File: config.mk
export PLATFORM = sky130hd
export DESIGN_NAME = sdr_ctrl
export DESIGN_NICKNAME = d
export VERILOG_FILES = /design/src/hdl/sdr_pkg.sv /design/src/hdl/sdr_ctrl.sv
export SDC_FILE = /design/constraint.sdc
export NUM_CORES = 1
export LEC_CHECK = 0
export ABC_AREA = 1
export BUFFER_PORTS_ARGS = -buffer_cell sky130_fd_sc_hd__buf_2
export CAP_MARGIN = 20
export CORE_AREA = 5 5 42 44
export DETAILED_ROUTE_END_ITERATION = 16
export DIE_AREA = 0 0 47 49
export PLACE_DENSITY_LB_ADDON = 0.1
export SLEW_MARGIN = 30
export SYNTH_ARGS = -nofsm -noshare
export SYNTH_HDL_FRONTEND = slang
export SYNTH_SLANG_ARGS = --single-unit
File: constraint.sdc
create_clock -name aclk -period 0.9 [get_ports aclk]
set_input_delay 0.135 -clock aclk [delete_from_list [all_inputs] [get_ports aclk]]
set_output_delay 0.135 -clock aclk [all_outputs]
set_load 0.02 [all_outputs]
File: src/hdl/sdr_pkg.sv
// shared widths, scale table and controller/datapath interface types
package sdr_pkg;

    localparam int VALUE_W        = 30;
    localparam int COUNT_W        = 4;
    localparam int BOUND_W        = 32;
    localparam int PROD_W         = VALUE_W + BOUND_W;
    localparam int CMP_W          = PROD_W + 2;
    localparam int S_TDATA_W      = 40;
    localparam int M_TDATA_W      = 32;
    localparam int DEF_MAX_DIGITS = 9;
    localparam logic [VALUE_W-1:0] SCALE_MAX = 30'd1000000000;

    typedef struct packed {
        logic load;
        logic mediant;
        logic multiply;
        logic update;
        logic set_one;
        logic emit;
    } sdr_cmd_t;

    typedef struct packed {
        logic trivial;
        logic hit;
    } sdr_status_t;

    // ten to the power of a digit count
    function automatic logic [VALUE_W-1:0] pow10(input logic [COUNT_W-1:0] n);
        logic [VALUE_W-1:0] r;
        case (n)
            4'd0:    r = 30'd1;
            4'd1:    r = 30'd10;
            4'd2:    r = 30'd100;
            4'd3:    r = 30'd1000;
            4'd4:    r = 30'd10000;
            4'd5:    r = 30'd100000;
            4'd6:    r = 30'd1000000;
            4'd7:    r = 30'd10000000;
            4'd8:    r = 30'd100000000;
            default: r = SCALE_MAX;
        endcase
        return r;
    endfunction

endpackage

File: src/hdl/sdr_ctrl.sv
// sequencer for the mediant walk and the output handshake
module sdr_ctrl
    import sdr_pkg::*;
(
    input  logic        aclk,
    input  logic        aresetn,
    input  logic        s_tvalid,
    output logic        s_tready,
    output logic        m_tvalid,
    input  logic        m_tready,
    input  sdr_status_t status,
    output sdr_cmd_t    cmd
);

    typedef enum logic [4:0] {
        ST_IDLE = 5'b00001,
        ST_MED  = 5'b00010,
        ST_MUL  = 5'b00100,
        ST_CMP  = 5'b01000,
        ST_DONE = 5'b10000
    } state_t;

    state_t state_reg, state_next;
    logic   m_tvalid_reg, m_tvalid_next;
    logic   out_free;

    assign s_tready = (state_reg == ST_IDLE);
    assign m_tvalid = m_tvalid_reg;
    assign out_free = !m_tvalid_reg || m_tready;

    always_comb begin
        state_next    = state_reg;
        cmd           = '0;
        m_tvalid_next = m_tvalid_reg && !m_tready;
        unique case (state_reg)
            ST_IDLE: begin
                if (s_tvalid) begin
                    cmd.load   = 1'b1;
                    state_next = ST_MED;
                end
            end
            ST_MED: begin
                if (status.trivial) begin
                    cmd.set_one = 1'b1;
                    state_next  = ST_DONE;
                end else begin
                    cmd.mediant = 1'b1;
                    state_next  = ST_MUL;
                end
            end
            ST_MUL: begin
                cmd.multiply = 1'b1;
                state_next   = ST_CMP;
            end
            ST_CMP: begin
                cmd.update = 1'b1;
                state_next = status.hit ? ST_DONE : ST_MED;
            end
            ST_DONE: begin
                if (out_free) begin
                    cmd.emit      = 1'b1;
                    m_tvalid_next = 1'b1;
                    state_next    = ST_IDLE;
                end
            end
            default: state_next = ST_IDLE;
        endcase
    end

    always_ff @(posedge aclk) begin
        if (!aresetn) begin
            state_reg    <= ST_IDLE;
            m_tvalid_reg <= 1'b0;
        end else begin
            state_reg    <= state_next;
            m_tvalid_reg <= m_tvalid_next;
        end
    end

endmodule

Yosys cells after proc, flatten, opt, wreduce, memory -nomap -nowiden
Index checks and enable logic that the tools add are counted.
- bitwise logic cells: 0
- divide/modulo/power cells: 0
- equality and inequality tests: 7
- multipliers: 0
- reductions and logical operators: 5
- add/sub/neg operators: 0
- magnitude comparators: 0
- shifts and indexed selects: 0
- muxes and demuxes: 17
- operators by type and width (operator ; number):
    $pmux W5 S5 ; 1
    $mux W5 ; 4
    $mux W1 ; 12
    $eq A5 B1 Y1 const B ; 1
    $eq A5 B2 Y1 const B ; 1
    $eq A5 B3 Y1 const B ; 1
    $eq A5 B4 Y1 const B ; 1
    $eq A5 B5 Y1 const B ; 1
    $ne A2 B2 Y1 const B ; 2
    $logic_not A1 Y1 ; 2
    $reduce_and A2 Y1 ; 1
    $logic_and A1 B1 Y1 ; 1
    $logic_or A1 B1 Y1 ; 1
- register bits after elaboration: 6
- bits in writable memories: 0
- word-level logic and storage cells: 31
- latch bits: 0
- input bits: 6
- memories: 0
- output and inout bits: 8
- ROM bits: 0

Longest topological paths before layout
- depth after elaboration: 4
- mapped depth: 7

Worst setup path after synthesis
Ideal clock, no wire load.
- path type: register to register
- from: reg state_reg[0]
- to: reg state_reg[4]
- library setup time: 56 ps
- required time: 844 ps
- setup slack: -155 ps
- buffers on the path: 0
- stages on the path, launching flop included: 8
- arrival: 999 ps
- cells stage by stage: dfxtp_1 > nor2_2 > nand2_2 > nor2_2 > nand2_1 > nand2_1 > o21ai_1 > inv_1
- longest elaborated chain between the ends: 3
- elaborated cells between the ends (all ways): 9
- RTL lines (element ; RTL line ; RTL):
    start: declaration ; sdr_ctrl.sv:23 ; state_t state_reg, state_next;
    start signal: assignment ; sdr_ctrl.sv:75 ; state_reg <= state_next;
    $eq A5 B5 Y1 / $eq A5 B1 Y1 (equally long branches) ; sdr_ctrl.sv:35 ; unique case (state_reg)
    $ne A2 B2 Y1 (no source line) ; - ;
    $reduce_and A2 Y1 (no source line) ; - ;
Several ways; a longest one is shown, not always the timed one.
A chain may end at the register's enable or synchronous reset.

==> results.sh <==
export IMPL_globalRoute_totalOverflow=0
export IMPL_cts_sinks=6
export IMPL_grt_max_degree=7
export IMPL_synthArstFlopShare_pct=0
export IMPL_synth_area_leaders="dfxtp_1, inv_1, nand2_1, nor2_1, nor2_2"
export IMPL_hold_buffers=0
export IMPL_synth_top_area_cell="dfxtp_1"
export IMPL_fin_skew_ns=0.006989
export IMPL_leakage_uw=0.0003300
export IMPL_largest_reg_flops=5
export IMPL_synth_top_cell_area_share_pct=33.33
export IMPL_htreeDepth=1
export IMPL_failed_checks="setup timing"
export IMPL_yosysSeqAreaShare_pct=33.33
export IMPL_grt_pass1_wl_mm=1.697
export IMPL_drt_iter0_drc=6
export IMPL_antenna_found_initial=0
export IMPL_crit_chain="inv_4 -> nand2_4 -> inv_2 -> nand3_2 -> nor2_4 -> buf_6"
export IMPL_grt_pass1_vias=416
export IMPL_grt_use_total_pct=10.86
export IMPL_synth_common_cells="inv_1, nand2_1, nor2_1"
export IMPL_ant_nets=0
export IMPL_synthFlopType="dfxtp_1"
export IMPL_fin_crit_sh_pct=139.9
export IMPL_critPathLaunchType="flip-flop"
export IMPL_syn2layout_area_growth_pct=96.53
export IMPL_yosysUniqueCellTypes=15
export IMPL_fin_ws_ns=-0.3588
export IMPL_layout_drive_gt1_share_pct=69.14
export IMPL_worst_path_buf_inv=3
export IMPL_synthCells=57
export IMPL_critPathKind="reg -> out"
export IMPL_synth_edf_count=0
export IMPL_rows=14
export IMPL_routed_wl_mm=1.014
export IMPL_n_antenna_cell=0
export IMPL_path_clk_slew_ns=0.05
export IMPL_fmax_ghz=0.7944
export IMPL_yosysMostFrequentCell="inv_1"
export IMPL_nets=88
export IMPL_clock_latency_ns=0.26
export IMPL_tightest_slew_ns=0.2798
export IMPL_dpl_cell_area_um2=503.0
export IMPL_fin_cells=97
export IMPL_critPathMaxFanout=3
export IMPL_status="finished, violations left"
export IMPL_crit_family="flip-flops"
export IMPL_die_area_um2=2303
export IMPL_post_drt_wl_per_cell_um=10.45
export IMPL_dp_hpwl_um=704.5
export IMPL_critPathCaptureType="output pin"
export IMPL_regArea_um2=133.9
export IMPL_multi_input_area_um2=302.8
export IMPL_fp_dieH_um=49
export IMPL_start_util_pct=25.71
export IMPL_synth_area_um2=360.3
export IMPL_fillers=143
export IMPL_finish_utilization_pct=50.54
export IMPL_worst_ir_drop_vdd_mv=0.7526
export IMPL_finalInstanceArea_um2=708.2
export IMPL_fin_crit_ns=1.259
export IMPL_slew_headroom_pct=81.33
export IMPL_drc=0
export IMPL_p_per_area_nw_per_um2=1564
export IMPL_die_x_um=47
export IMPL_cts_tree="done"
export IMPL_clockBufferDepth=2
export IMPL_finalHoldViolations=0
export IMPL_portBuffers=13
export IMPL_ys_ff_latch=6
export IMPL_gp_congestion=0.7353
export IMPL_worstPathArrival_ns=1.12
export IMPL_maxSlewViolCount=0
export IMPL_hp_class="in -> reg"
export IMPL_cap_viol_max_count=0
export IMPL_vias_per_cell=4.392
export IMPL_num_vias=426
export IMPL_crit_path_max_incr_delay_ns=0.36
export IMPL_pin_count=14
export IMPL_synth_area_per_cell_um2=6.322
export IMPL_placedCellCount=89
export IMPL_crit_slowest_cell="dfxtp_4"
export IMPL_core_area_um2=1401
export IMPL_rsz0062_at_grt="yes"
export IMPL_cts_buffers=3
export IMPL_mappedNetlistNets=63
export IMPL_whs_ns=0.08711
export IMPL_yosysWarnings=0
export IMPL_root_buffer="clkbuf_4"
export IMPL_finalSetupViolations=13
export IMPL_cp_required_ns=0.76
export IMPL_drtPass1Iterations=3
layout make-up:
type	count	area share, %
multi-input cells	37	42.76
repair buffers	20	23.67
flip-flops and latches	6	18.90
inverters	14	8.127
clock buffers	4	3.710
well taps	16	2.827
worst paths after layout:
kind                 from            to  slack, ns  cells past startpoint
max          state_reg[0]        cmd[4]      -0.36                      6
min reg2reg  state_reg[4]      m_tvalid       0.61                      3
min               aresetn  state_reg[0]       0.09                      2
max reg2reg  state_reg[0]  state_reg[0]      -0.28                      7
cells in the final DEF, fill, tap and decap left out, types with 3 or more instances in the layout:
cell / n
buf_6: 8
inv_1: 8
buf_4: 7
nor2_4: 8
nor2_1: 3
buf_2: 5
clkbuf_4: 3
dfxtp_4: 3
nand2_1: 6
nor2_2: 3
inv_2: 4
nand2_4: 3
power by group:
part	switching [uW]	total [uW]	leakage, uW	internal, uW
Combinational	271	477	0.000264	206
Sequential	45.5	343	0.0000515	298
Clock	118	287	0.0000150	169
what timing repair did:
item / CTS / global route
gates resized for setup: 29 / 15
setup buffers: 4 / 0
pin swaps: 5 / 4
setup endpoints to repair: 10 / 14
metal layers:
metal  track usage (%)  part of all wire (%)  vias up
met4             6.912                   3.7        0
met2             17.87                    57        7
met1             9.934                    35      193
met3             5.535                   4.9        5
met5                 0                     0        -
li1                  -                     -      221
cells by family after synthesis:
kind of cell / synth area share, %
DFF: 33.33
buffers and inverters: 14.58
AOI/OAI and AO/OA: 6.941
and+or+nand+nor: 45.14
per-stage QoR:
stage	total power [uW]	setup slack [ns]	TNS [ns]
detailed placement	635.9	-0.1762	-1.104
floorplan	557.8	-0.09241	-0.3184
global placement	641.2	-0.1755	-1.149
finish	1108	-0.3588	-3.266
CTS	1057	-0.3660	-3.357
global route	1186	-0.4202	-4.085
(Power assumes the default switching activity.)
